$ cat src/rtl/core/wang_tile_grid_generator_unit_defines.svh
// assertion macros shared by the wang tile grid generator rtl
`ifndef WANG_TILE_GRID_GENERATOR_UNIT_DEFINES_SVH
`define WANG_TILE_GRID_GENERATOR_UNIT_DEFINES_SVH

`ifndef SYNTHESIS
// concurrent check on an explicit clock and active-low reset
`define WTG_ASSERT_CLK(lbl, clk_sig, rstn_sig, prop) \
  lbl: assert property (@(posedge clk_sig) disable iff (!rstn_sig) prop) \
    else $error("wtg assertion failed");
// concurrent check on the block clock and reset
`define WTG_ASSERT(lbl, prop) \
  `WTG_ASSERT_CLK(lbl, clk, rst_n, prop)
`else
`define WTG_ASSERT_CLK(lbl, clk_sig, rstn_sig, prop)
`define WTG_ASSERT(lbl, prop)
`endif

`endif

$ cat src/rtl/core/wtg_pkg.sv
// shared types, constants and tile selection for the wang tile grid generator
`timescale 1ns / 1ps

package wtg_pkg;

  localparam int MAX_GRID_WIDTH  = 1024;
  localparam int MAX_GRID_HEIGHT = 1024;

  // field widths
  localparam int COL_W  = 10;
  localparam int ROW_W  = 10;
  localparam int SIZE_W = 11;
  localparam int RND_W  = 4;
  localparam int CODE_W = 4;

  // tile code bit positions
  localparam int RIGHT_POS  = 0;
  localparam int TOP_POS    = 1;
  localparam int LEFT_POS   = 2;
  localparam int BOTTOM_POS = 3;

  localparam logic [SIZE_W-1:0] MAX_W_SIZE = SIZE_W'(MAX_GRID_WIDTH);
  localparam logic [SIZE_W-1:0] MAX_H_SIZE = SIZE_W'(MAX_GRID_HEIGHT);

  // configuration register indexes
  typedef enum logic [0:0] {
    CFG_GRID_WIDTH  = 1'b0,
    CFG_GRID_HEIGHT = 1'b1
  } cfg_idx_t;

  // line store access for one cycle
  typedef struct packed {
    logic             rd_en;
    logic [COL_W-1:0] rd_addr;
    logic             wr_en;
    logic [COL_W-1:0] wr_addr;
    logic             wr_bit;
  } line_req_t;

  // clamp a size register to 1..max
  function automatic logic [SIZE_W-1:0] clamp_size(input logic [SIZE_W-1:0] v,
                                                   input logic [SIZE_W-1:0] max_v);
    logic [SIZE_W-1:0] res;
    if (v == '0) begin
      res = SIZE_W'(1);
    end else if (v > max_v) begin
      res = max_v;
    end else begin
      res = v;
    end
    return res;
  endfunction

  // deposit random bits, lowest first, into the unconstrained edge positions
  function automatic logic [CODE_W-1:0] pick_tile(input logic [RND_W-1:0] rnd,
                                                  input logic left_bit,
                                                  input logic top_bit,
                                                  input logic has_left,
                                                  input logic has_top);
    logic [CODE_W-1:0] code;
    code = rnd;
    if (has_left && has_top) begin
      code[RIGHT_POS]  = rnd[0];
      code[TOP_POS]    = top_bit;
      code[LEFT_POS]   = left_bit;
      code[BOTTOM_POS] = rnd[1];
    end else if (has_left) begin
      code[RIGHT_POS]  = rnd[0];
      code[TOP_POS]    = rnd[1];
      code[LEFT_POS]   = left_bit;
      code[BOTTOM_POS] = rnd[2];
    end else if (has_top) begin
      code[RIGHT_POS]  = rnd[0];
      code[TOP_POS]    = top_bit;
      code[LEFT_POS]   = rnd[1];
      code[BOTTOM_POS] = rnd[2];
    end
    return code;
  endfunction

endpackage

$ cat src/rtl/core/wtg_line_mem.sv
// one-bit line store holding the bottom edges of the previous tile row
`timescale 1ns / 1ps

module wtg_line_mem
  import wtg_pkg::*;
(
  input  logic      clk,
  input  line_req_t req,
  output logic      rd_bit
);

  logic mem [MAX_GRID_WIDTH];
  logic rd_bit_r;

  // synchronous read, data holds while no read is issued
  always_ff @(posedge clk) begin
    if (req.rd_en) begin
      rd_bit_r <= mem[req.rd_addr];
    end
    if (req.wr_en) begin
      mem[req.wr_addr] <= req.wr_bit;
    end
  end

  assign rd_bit = rd_bit_r;

endmodule

$ cat src/rtl/core/wang_tile_grid_generator_unit.sv
// Wang tile grid generator: one random two-color tile per item in raster order.
// Throughput is one tile per clock unless the output stalls; items pass through
// the first stage to the output register. On acceptance the bottom edge of the
// tile above is read from a 1-bit single-read, single-write line store; the
// first stage picks the tile from that bit and the previous tile's right edge
// and writes the new bottom edge back as it advances. When the row is one tile
// wide the write of one tile meets the read of the next at the same entry, and
// the written bit is forwarded. The line store needs no clearing after reset:
// row 0 ignores the bit it reads. grid_width and grid_height are clamped to
// 1..1024 and may only be changed while the block is idle.
`timescale 1ns / 1ps
`include "wang_tile_grid_generator_unit_defines.svh"

module wang_tile_grid_generator_unit
  import wtg_pkg::*;
(
  input  logic        clk,
  input  logic        rst_n,
  // configuration
  input  logic        cfg_we,
  input  logic [0:0]  cfg_index,
  input  logic [10:0] cfg_wdata,
  // input items
  input  logic        in_tvalid,
  output logic        in_tready,
  input  logic [7:0]  in_tdata,   // [3:0] random_bits
  // result items
  output logic        out_tvalid,
  input  logic        out_tready,
  output logic [23:0] out_tdata,  // [3:0] tile_code, [13:4] column, [23:14] row
  output logic        out_tlast   // grid_done
);

  typedef struct packed {
    logic [RND_W-1:0] rnd;
    logic [COL_W-1:0] col;
    logic [ROW_W-1:0] row;
    logic             done;
    logic             has_left;
    logic             has_top;
    logic             fwd;
    logic             fwd_bit;
  } s1_t;

  logic [SIZE_W-1:0] width_r, width_nxt;
  logic [SIZE_W-1:0] height_r, height_nxt;
  logic [COL_W-1:0]  col_cnt_r, col_cnt_nxt;
  logic [ROW_W-1:0]  row_cnt_r, row_cnt_nxt;
  logic              left_r, left_nxt;
  logic              s1_v_r, s1_v_nxt;
  s1_t               s1_r, s1_nxt;
  logic              out_v_r, out_v_nxt;
  logic [23:0]       out_data_r, out_data_nxt;
  logic              out_last_r, out_last_nxt;

  logic              in_acc, s1_adv;
  logic [SIZE_W-1:0] width_eff, height_eff;
  logic [SIZE_W-1:0] col_inc, row_inc;
  logic              last_col, last_row;
  logic              rd_bit, top_bit;
  logic [CODE_W-1:0] code;
  line_req_t         line_req;

  // handshake
  assign s1_adv    = s1_v_r && (!out_v_r || out_tready);
  assign in_tready = !s1_v_r || s1_adv;
  assign in_acc    = in_tvalid && in_tready;

  // configuration writes
  always_comb begin
    width_nxt  = width_r;
    height_nxt = height_r;
    if (cfg_we) begin
      case (cfg_idx_t'(cfg_index))
        CFG_GRID_WIDTH:  width_nxt  = cfg_wdata;
        CFG_GRID_HEIGHT: height_nxt = cfg_wdata;
        default: ;
      endcase
    end
  end

  // raster position counters
  assign width_eff  = clamp_size(width_r, MAX_W_SIZE);
  assign height_eff = clamp_size(height_r, MAX_H_SIZE);
  assign col_inc    = SIZE_W'(col_cnt_r) + SIZE_W'(1);
  assign row_inc    = SIZE_W'(row_cnt_r) + SIZE_W'(1);
  assign last_col   = col_inc >= width_eff;
  assign last_row   = row_inc >= height_eff;

  always_comb begin
    col_cnt_nxt = col_cnt_r;
    row_cnt_nxt = row_cnt_r;
    if (in_acc) begin
      if (last_col) begin
        col_cnt_nxt = '0;
        row_cnt_nxt = last_row ? '0 : row_inc[ROW_W-1:0];
      end else begin
        col_cnt_nxt = col_inc[COL_W-1:0];
      end
    end
  end

  // tile selection in the first stage
  assign top_bit = s1_r.fwd ? s1_r.fwd_bit : rd_bit;
  assign code    = pick_tile(s1_r.rnd, left_r, top_bit, s1_r.has_left, s1_r.has_top);

  // line store access
  always_comb begin
    line_req.rd_en   = in_acc;
    line_req.rd_addr = col_cnt_r;
    line_req.wr_en   = s1_adv;
    line_req.wr_addr = s1_r.col;
    line_req.wr_bit  = code[BOTTOM_POS];
  end

  wtg_line_mem u_line_mem (
    .clk    (clk),
    .req    (line_req),
    .rd_bit (rd_bit)
  );

  // first stage: position and read issue, forward a same-entry write
  always_comb begin
    s1_nxt   = s1_r;
    s1_v_nxt = s1_v_r;
    if (s1_adv) begin
      s1_v_nxt = 1'b0;
    end
    if (in_acc) begin
      s1_v_nxt        = 1'b1;
      s1_nxt.rnd      = in_tdata[RND_W-1:0];
      s1_nxt.col      = col_cnt_r;
      s1_nxt.row      = row_cnt_r;
      s1_nxt.done     = last_col && last_row;
      s1_nxt.has_left = col_cnt_r != '0;
      s1_nxt.has_top  = row_cnt_r != '0;
      s1_nxt.fwd      = s1_adv && (s1_r.col == col_cnt_r);
      s1_nxt.fwd_bit  = code[BOTTOM_POS];
    end
  end

  // right edge carried to the next tile
  assign left_nxt = s1_adv ? code[RIGHT_POS] : left_r;

  // output register
  always_comb begin
    out_v_nxt    = out_v_r;
    out_data_nxt = out_data_r;
    out_last_nxt = out_last_r;
    if (out_v_r && out_tready) begin
      out_v_nxt = 1'b0;
    end
    if (s1_adv) begin
      out_v_nxt    = 1'b1;
      out_data_nxt = {s1_r.row, s1_r.col, code};
      out_last_nxt = s1_r.done;
    end
  end

  // control registers
  always_ff @(posedge clk) begin
    if (!rst_n) begin
      width_r   <= SIZE_W'(13);
      height_r  <= SIZE_W'(10);
      col_cnt_r <= '0;
      row_cnt_r <= '0;
      left_r    <= 1'b0;
      s1_v_r    <= 1'b0;
      out_v_r   <= 1'b0;
    end else begin
      width_r   <= width_nxt;
      height_r  <= height_nxt;
      col_cnt_r <= col_cnt_nxt;
      row_cnt_r <= row_cnt_nxt;
      left_r    <= left_nxt;
      s1_v_r    <= s1_v_nxt;
      out_v_r   <= out_v_nxt;
    end
  end

  // payload registers
  always_ff @(posedge clk) begin
    s1_r       <= s1_nxt;
    out_data_r <= out_data_nxt;
    out_last_r <= out_last_nxt;
  end

  assign out_tvalid = out_v_r;
  assign out_tdata  = out_data_r;
  assign out_tlast  = out_last_r;

  // a stalled first stage blocks new items
  `WTG_ASSERT(a_stall_blocks_input, (s1_v_r && out_v_r && !out_tready) |-> !in_tready)
  // a write meeting the read of the same entry is forwarded
  `WTG_ASSERT(a_same_entry_forward,
    (in_acc && s1_adv && (s1_r.col == col_cnt_r)) |=> (s1_v_r && s1_r.fwd))
  // the last tile of a row restarts the column count
  `WTG_ASSERT(a_row_wrap, (in_acc && last_col) |=> (col_cnt_r == '0))
  // a new item in the first stage sees no left neighbor only in column zero
  `WTG_ASSERT(a_left_flag, s1_v_r |-> (s1_r.has_left == (s1_r.col != '0)))

endmodule
$ cat config.mk
export PLATFORM = sky130hd
export DESIGN_NAME = wang_tile_grid_generator_unit
export DESIGN_NICKNAME = d
export VERILOG_FILES = /design/src/rtl/core/wtg_pkg.sv /design/src/rtl/core/wtg_line_mem.sv /design/src/rtl/core/wang_tile_grid_generator_unit.sv
export VERILOG_INCLUDE_DIRS = /design/src /design/src/rtl/core
export SDC_FILE = /design/constraint.sdc
export NUM_CORES = 2
export LEC_CHECK = 0
export ABC_CLOCK_PERIOD_IN_PS = 28200
export BUFFER_PORTS_ARGS = -buffer_cell sky130_fd_sc_hd__buf_2
export CORE_ASPECT_RATIO = 0.9
export CORE_UTILIZATION = 50
export CTS_CLUSTER_SIZE = 16
export DETAILED_ROUTE_END_ITERATION = 6
export PLACE_DENSITY_LB_ADDON = 0.15
export SLEW_MARGIN = 20
export SYNTH_ARGS = -nofsm -noshare
export SYNTH_HDL_FRONTEND = slang
export SYNTH_SLANG_ARGS = --single-unit
$ cat constraint.sdc
create_clock -name clk -period 28.2 [get_ports clk]
set_input_delay 1.41 -clock clk [delete_from_list [all_inputs] [get_ports clk]]
set_output_delay 1.41 -clock clk [all_outputs]
set_load 0.02 [all_outputs]
## Word-level counts from Yosys, hierarchy flattened

Memory sizes are Yosys's and may differ from the RTL's. A register that Yosys moved wholly into a read port is not among the register bits.
Index checks and enable logic that the tools add are counted.

| storage, ports and cells | value |
|---|---|
| register bits after elaboration | 99 |
| latch bits | 0 |
| memory bits (writable) | 1024 |
| memory bits (read-only) | 0 |
| bits of input ports | 25 |
| output and inout port bits | 27 |
| word-level logic and storage cells | 61 |
| memories kept | 1 |

| cells by class | value |
|---|---|
| add/sub/neg operators | 2 |
| $mul | 0 |
| divide/modulo/power cells | 0 |
| order comparisons | 4 |
| equality and inequality tests | 1 |
| shift operators | 0 |
| multiplexer cells | 16 |
| bitwise gates (word level) | 1 |
| reduce and logical (&&, ||, !) cells | 19 |

Memories:

| memory | words | width | rd ports | clocked after Yosys merged registers in | write ports | line | RTL |
|---|---|---|---|---|---|---|---|
| u_line_mem.mem | 1024 | 1 | 1 | 1 | 1 | wtg_line_mem.sv:12 | `logic mem [MAX_GRID_WIDTH];` |

Operators with widths:

| operator | count |
|---|---|
| $mux W11 | 4 |
| $add A10 B1 Y11 const B | 2 |
| $ge A11 B11 Y1 | 2 |
| $gt A11 B11 Y1 const B | 2 |
| $logic_not A11 Y1 | 2 |
| $mux W10 | 2 |
| $reduce_bool A10 Y1 | 2 |
| $mux W4 | 3 |
| $eq A10 B10 Y1 | 1 |
| $mux W1 | 7 |
| $logic_and A1 B1 Y1 | 6 |
| $reduce_and A2 Y1 | 3 |
| $reduce_bool A2 Y1 | 2 |
| $logic_not A1 Y1 | 2 |
| $logic_or A1 B1 Y1 | 2 |
| $not A1 Y1 | 1 |

## Logic depth before layout (Yosys ltp)

| depth | value |
|---|---|
| depth after elaboration | 6 |
| gate-level depth with buffers | 18 |
| depth with buffers taken out | 13 |

## Hierarchy

Synthesis repeated with hierarchy kept, for this count alone.

| second synthesis, totals | value |
|---|---|
| cells, all modules | 3538 |
| area total of the unflattened synthesis | 49205.9 sq um |

Modules (own cells, without submodules):

| module | instances | cells each | area each (sq um) | seq. area each (sq um) |
|---|---|---|---|---|
| wtg_line_mem | 1 | 3112 | 44666.6 | 30779.5 |
| wang_tile_grid_generator_unit | 1 | 426 | 4539.4 | 2522.4 |

## Least setup slack after synthesis

OpenSTA, ideal clock, no wires.

| timing path | value |
|---|---|
| kind | register to register |
| start point | reg s1_r[2] (netlist bit) |
| end point | reg out_data_r[3] (netlist: out_tdata[3]), data pin |
| library setup time | 2.859 ns |
| arrival | 13.418 ns |
| required time | 25.341 ns |
| path slack | 11.923 ns |
| stages on the path, launching flop included | 3 |
| path buffers | 0 |
| clock period less this slack | 16.277 ns |
| cell sequence | edfxtp_1 > xor2_1 > a221o_1 |

| on the way | value |
|---|---|
| word-level cells in the longest chain between the ends | 3 |
| elaborated cells on any way between the ends | 4 |
| those cells by class | 3 x mux; 1 x reduce/logical |

Ends and longest elaborated chain:

| item | line | RTL |
|---|---|---|
| start: declaration | wang_tile_grid_generator_unit.sv:51 | `s1_t s1_r, s1_nxt;` |
| start signal: assignment | wang_tile_grid_generator_unit.sv:183 | `s1_r <= s1_nxt;` |
| $mux W4 | wtg_pkg.sv:72 | `end else if (has_top) begin` |
| $mux W4 | wtg_pkg.sv:67 | `end else if (has_left) begin` |
| $mux W4 (*) | wtg_pkg.sv:62 | `if (has_left && has_top) begin` |
| via code[3] | wang_tile_grid_generator_unit.sv:61 | `logic [CODE_W-1:0] code;` |
| end signal: assignment | wang_tile_grid_generator_unit.sv:184 | `out_data_r <= out_data_nxt;` |
| end: declaration | wang_tile_grid_generator_unit.sv:53 | `logic [23:0] out_data_r, out_data_nxt;` |

Mark *: on every way through the listed nets, which the timed path passes. The rest lies on a longest branch.
A chain may end at the register's enable or synchronous reset.

==> results.sh <==
export IMPL_leakage_nw=15.89
export IMPL_met2_length_um=63540
export IMPL_port_buffers=47
export IMPL_ant_nets=0
export IMPL_nNetsFinal=3463
export IMPL_synth_ff_type="edfxtp_1"
export IMPL_cts_resized=0
export IMPL_drc_errors=0
export IMPL_tritoncts="done"
export IMPL_yosys_cell_types_count=72
export IMPL_crit_required_ns=28.56
export IMPL_synth_area_per_cell_um2=13.93
export IMPL_antenna_found_initial=1
export IMPL_start_kind="register"
export IMPL_clkLatencyLatePin_ns=0.72
export IMPL_start_util_pct=50.64
export IMPL_htreeDepth=3
export IMPL_max_freq_mhz=182.1
export IMPL_r2r_start="col_cnt_r[1]"
export IMPL_clkTransAtPathRegs_ns=0.06
export IMPL_wl_per_cell_um=28.17
export IMPL_grt_pass1_wl_um=193900
export IMPL_slew_viol_final=0
export IMPL_setup_violations=0
export IMPL_dieArea_um2=99250
export IMPL_layout_commonest_cell="edfxtp_1"
export IMPL_arrival_ns=5.85
export IMPL_yosys_area_share_simple_pct=11.92
export IMPL_endpoint_kind="register"
export IMPL_drt_pass1_iterations=5
export IMPL_place_congestion=0.8441
export IMPL_total_power_mw=3.585
export IMPL_vdd_drop_max_v=0.00005169
export IMPL_met3_wirelength_um=13150
export IMPL_postCtsHoldBufs=0
export IMPL_synth_xor_area_share_pct=0.4648
export IMPL_hold_viol_final=0
export IMPL_hold_path_class="reg2reg"
export IMPL_synth_cell_area_um2=49000
export IMPL_crit_type="reg2reg"
export IMPL_chipHeight_um=299.0
export IMPL_grt_overflow=0
export IMPL_fin_crit_sh_pct=19.48
export IMPL_cts_num_sinks=1124
export IMPL_fin_setup_tns_ns=0
export IMPL_ys_seq_area_share_pct=67.97
export IMPL_dr_first_iter_drc_count=3832
export IMPL_muxShareOfSynthArea_pct=12.20
export IMPL_maxCapViolCount=0
export IMPL_postSynthCellCount=3517
export IMPL_slew_headroom_pct=15.81
export IMPL_drive_gt1_share_pct=17.19
export IMPL_core_area_um2=96750
export IMPL_via_count=29940
export IMPL_reg2reg_slack_ns=22.71
export IMPL_met1_length_um=53130
export IMPL_syn2layout_area_growth_pct=9.768
export IMPL_avgViaCountPerCell=6.272
export IMPL_drt_wl_total_um=134500
export IMPL_synthAdderAreaFrac_pct=0.6640
export IMPL_hold_slack_ns=0.4153
export IMPL_cts_buffers_inserted=113
export IMPL_layout_common_cells="1,079 x edfxtp_1, 1,064 x nor2_1, 236 x mux4_2"
export IMPL_synth_top_family_by_area="multiplexers"
export IMPL_hold_depth=0
export IMPL_grt_pass1_vias=29100
export IMPL_root_buffer="clkbuf_16"
export IMPL_async_flop_share_pct=0
export IMPL_cts_setup_buffers=0
export IMPL_r2r_worst_path_cells=11
export IMPL_dieWidth_um=332.0
export IMPL_ys_ff_latch=1124
export IMPL_synthesis_nets=3568
export IMPL_min_period_ns=5.492
export IMPL_synth_compound_area_share_pct=3.680
export IMPL_hpwl_um=71990
export IMPL_timing_rr_end="u_line_mem.rd_bit"
export IMPL_holdPathEnd="out_tlast"
export IMPL_grt_max_degree=296
export IMPL_rsz0062_at_grt="no"
export IMPL_power_density_nw_per_um2=66.66
export IMPL_run_status="completed"
export IMPL_hold_start="s1_r[4]"
export IMPL_top_layer="met4"
export IMPL_final_setup_skew_ns=0.02567
export IMPL_cts_path_max_buffers=3
export IMPL_gr_usage_all_layers_pct=27.10
export IMPL_ios=52
export IMPL_crit_path_max_fanout=57
export IMPL_synth_edf_count=1079
export IMPL_tightest_slew_ns=1.251
export IMPL_yosysWarnings=0
export IMPL_fp_row_count=108
cell type report:
| type | count | area, um2 |
|---|---|---|
| Tap cell | 1265 | 1583 |
| Inverter | 12 | 45.04 |
| Antenna cell | 2 | 5.005 |
| Multi-Input combinational cell | 2057 | 14480 |
| Clock buffer | 142 | 3020 |
| Timing Repair Buffer | 104 | 699.4 |
| Sequential cell | 1124 | 33310 |
| Clock inverter | 68 | 633.1 |
| Fill cell | 7821 | 42970 |
worst max-delay path, stage by stage, from the launching register on:
cell and delay, ns:
dfxtp_4 0.53, buf_4 0.70, buf_4 0.83, buf_4 0.76
mux4_2 0.37, a32o_1 0.17, nor3_1 0.05, a31oi_1 0.28
a21oi_1 0.12, nand3_1 0.20, a31oi_1 0.13, nor4_1 0.90
worst max path at each step:
| stage | slack (ns) | endpoint | from | cells after the start |
|---|---|---|---|---|
| after CTS | 22.66 | u_line_mem.rd_bit | col_cnt_r[0] | 11 |
| after global placement | 22.66 | u_line_mem.rd_bit | col_cnt_r[0] | 11 |
| final | 22.71 | u_line_mem.rd_bit | col_cnt_r[1] | 11 |
| after floorplan | 11.92 | out_tdata[3] | s1_r[2] | 2 |
| after detailed placement | 22.67 | u_line_mem.rd_bit | col_cnt_r[0] | 11 |
| after global routing | 22.36 | u_line_mem.rd_bit | col_cnt_r[0] | 11 |
kinds of logic (layout without fill, tap and decap cells):
logic type | Yosys count | after routing
AND/OR/NAND/NOR | 1446 | 1446
XOR/XNOR | 26 | 26
multiplexers | 299 | 299
buffers and inverters | 336 | 326
adder cells (fa/ha/maj) | 26 | 26
AO/OA/AOI/OAI | 260 | 260
other | 0 | 2
flip-flops | 1124 | 1124
per-layer routing:
| metal | GRT usage (%) | vias to the layer above |
|---|---|---|
| met5 | 0 | - |
| met4 | 9.094 | 0 |
| met3 | 5.360 | 263 |
| met2 | 43.22 | 1500 |
| met1 | 37.60 | 15490 |
| li1 | - | 12690 |
report_power, final:
part / leakage, nW / switching (mW) / internal [mW] / total (mW)
logic: 3.94 / 0.141 / 0.0662 / 0.207
clock network: 1.80 / 0.638 / 0.849 / 1.49
registers: 10.2 / 0.00935 / 1.88 / 1.89
synth_stat cells, types with 12 or more instances:
library cell | instances | area share (%)
nor3_1 | 17 | 0.17
a31oi_1 | 18 | 0.23
dfxtp_1 | 45 | 1.8
o22ai_1 | 36 | 0.46
a21oi_1 | 32 | 0.33
a22o_1 | 12 | 0.21
a22oi_1 | 19 | 0.29
and3_1 | 14 | 0.18
nor4_1 | 13 | 0.17
o21ai_0 | 29 | 0.30
buf_1 | 35 | 0.27
a21boi_0 | 30 | 0.46
nor2b_1 | 22 | 0.28
mux4_2 | 236 | 11
xnor2_1 | 12 | 0.21
xor2_1 | 14 | 0.25
edfxtp_1 | 1079 | 66
mux2_2 | 27 | 0.62
buf_2 | 43 | 0.44
nor2_1 | 1068 | 8.2
ha_1 | 26 | 0.66
nand3_1 | 62 | 0.63
clkbuf_1 | 215 | 1.6
buf_6 | 16 | 0.37
nand2_1 | 191 | 1.5
mux2i_1 | 36 | 0.74
a211oi_1 | 13 | 0.20
state kept, by name, indices dropped and copies added (netlist names):
| signal | cells |
|---|---|
| u_line_mem.mem | 1024 |
| out_tdata | 24 |
| s1_r | 19 |
| height_r | 11 |
| width_r | 11 |
| col_cnt_r | 10 |
| line_req | 10 |
| row_cnt_r | 10 |
| left_r | 1 |
| out_tlast | 1 |
| out_tvalid | 1 |
| s1_v_r | 1 |
| u_line_mem.rd_bit | 1 |
stage by stage:
stage	instances	utilization (%)	instance area (um2)	worst slack [ns]
finish	4774	55.59	53780	22.71
global route	4772	55.58	53780	22.36
CTS	4772	55.53	53730	22.66
detailed placement	4562	51.76	50080	22.67
global placement	4562	51.76	50080	22.66
floorplan	3517	-	49000	11.92
No activity file was read; power rests on OpenSTA's default activity.
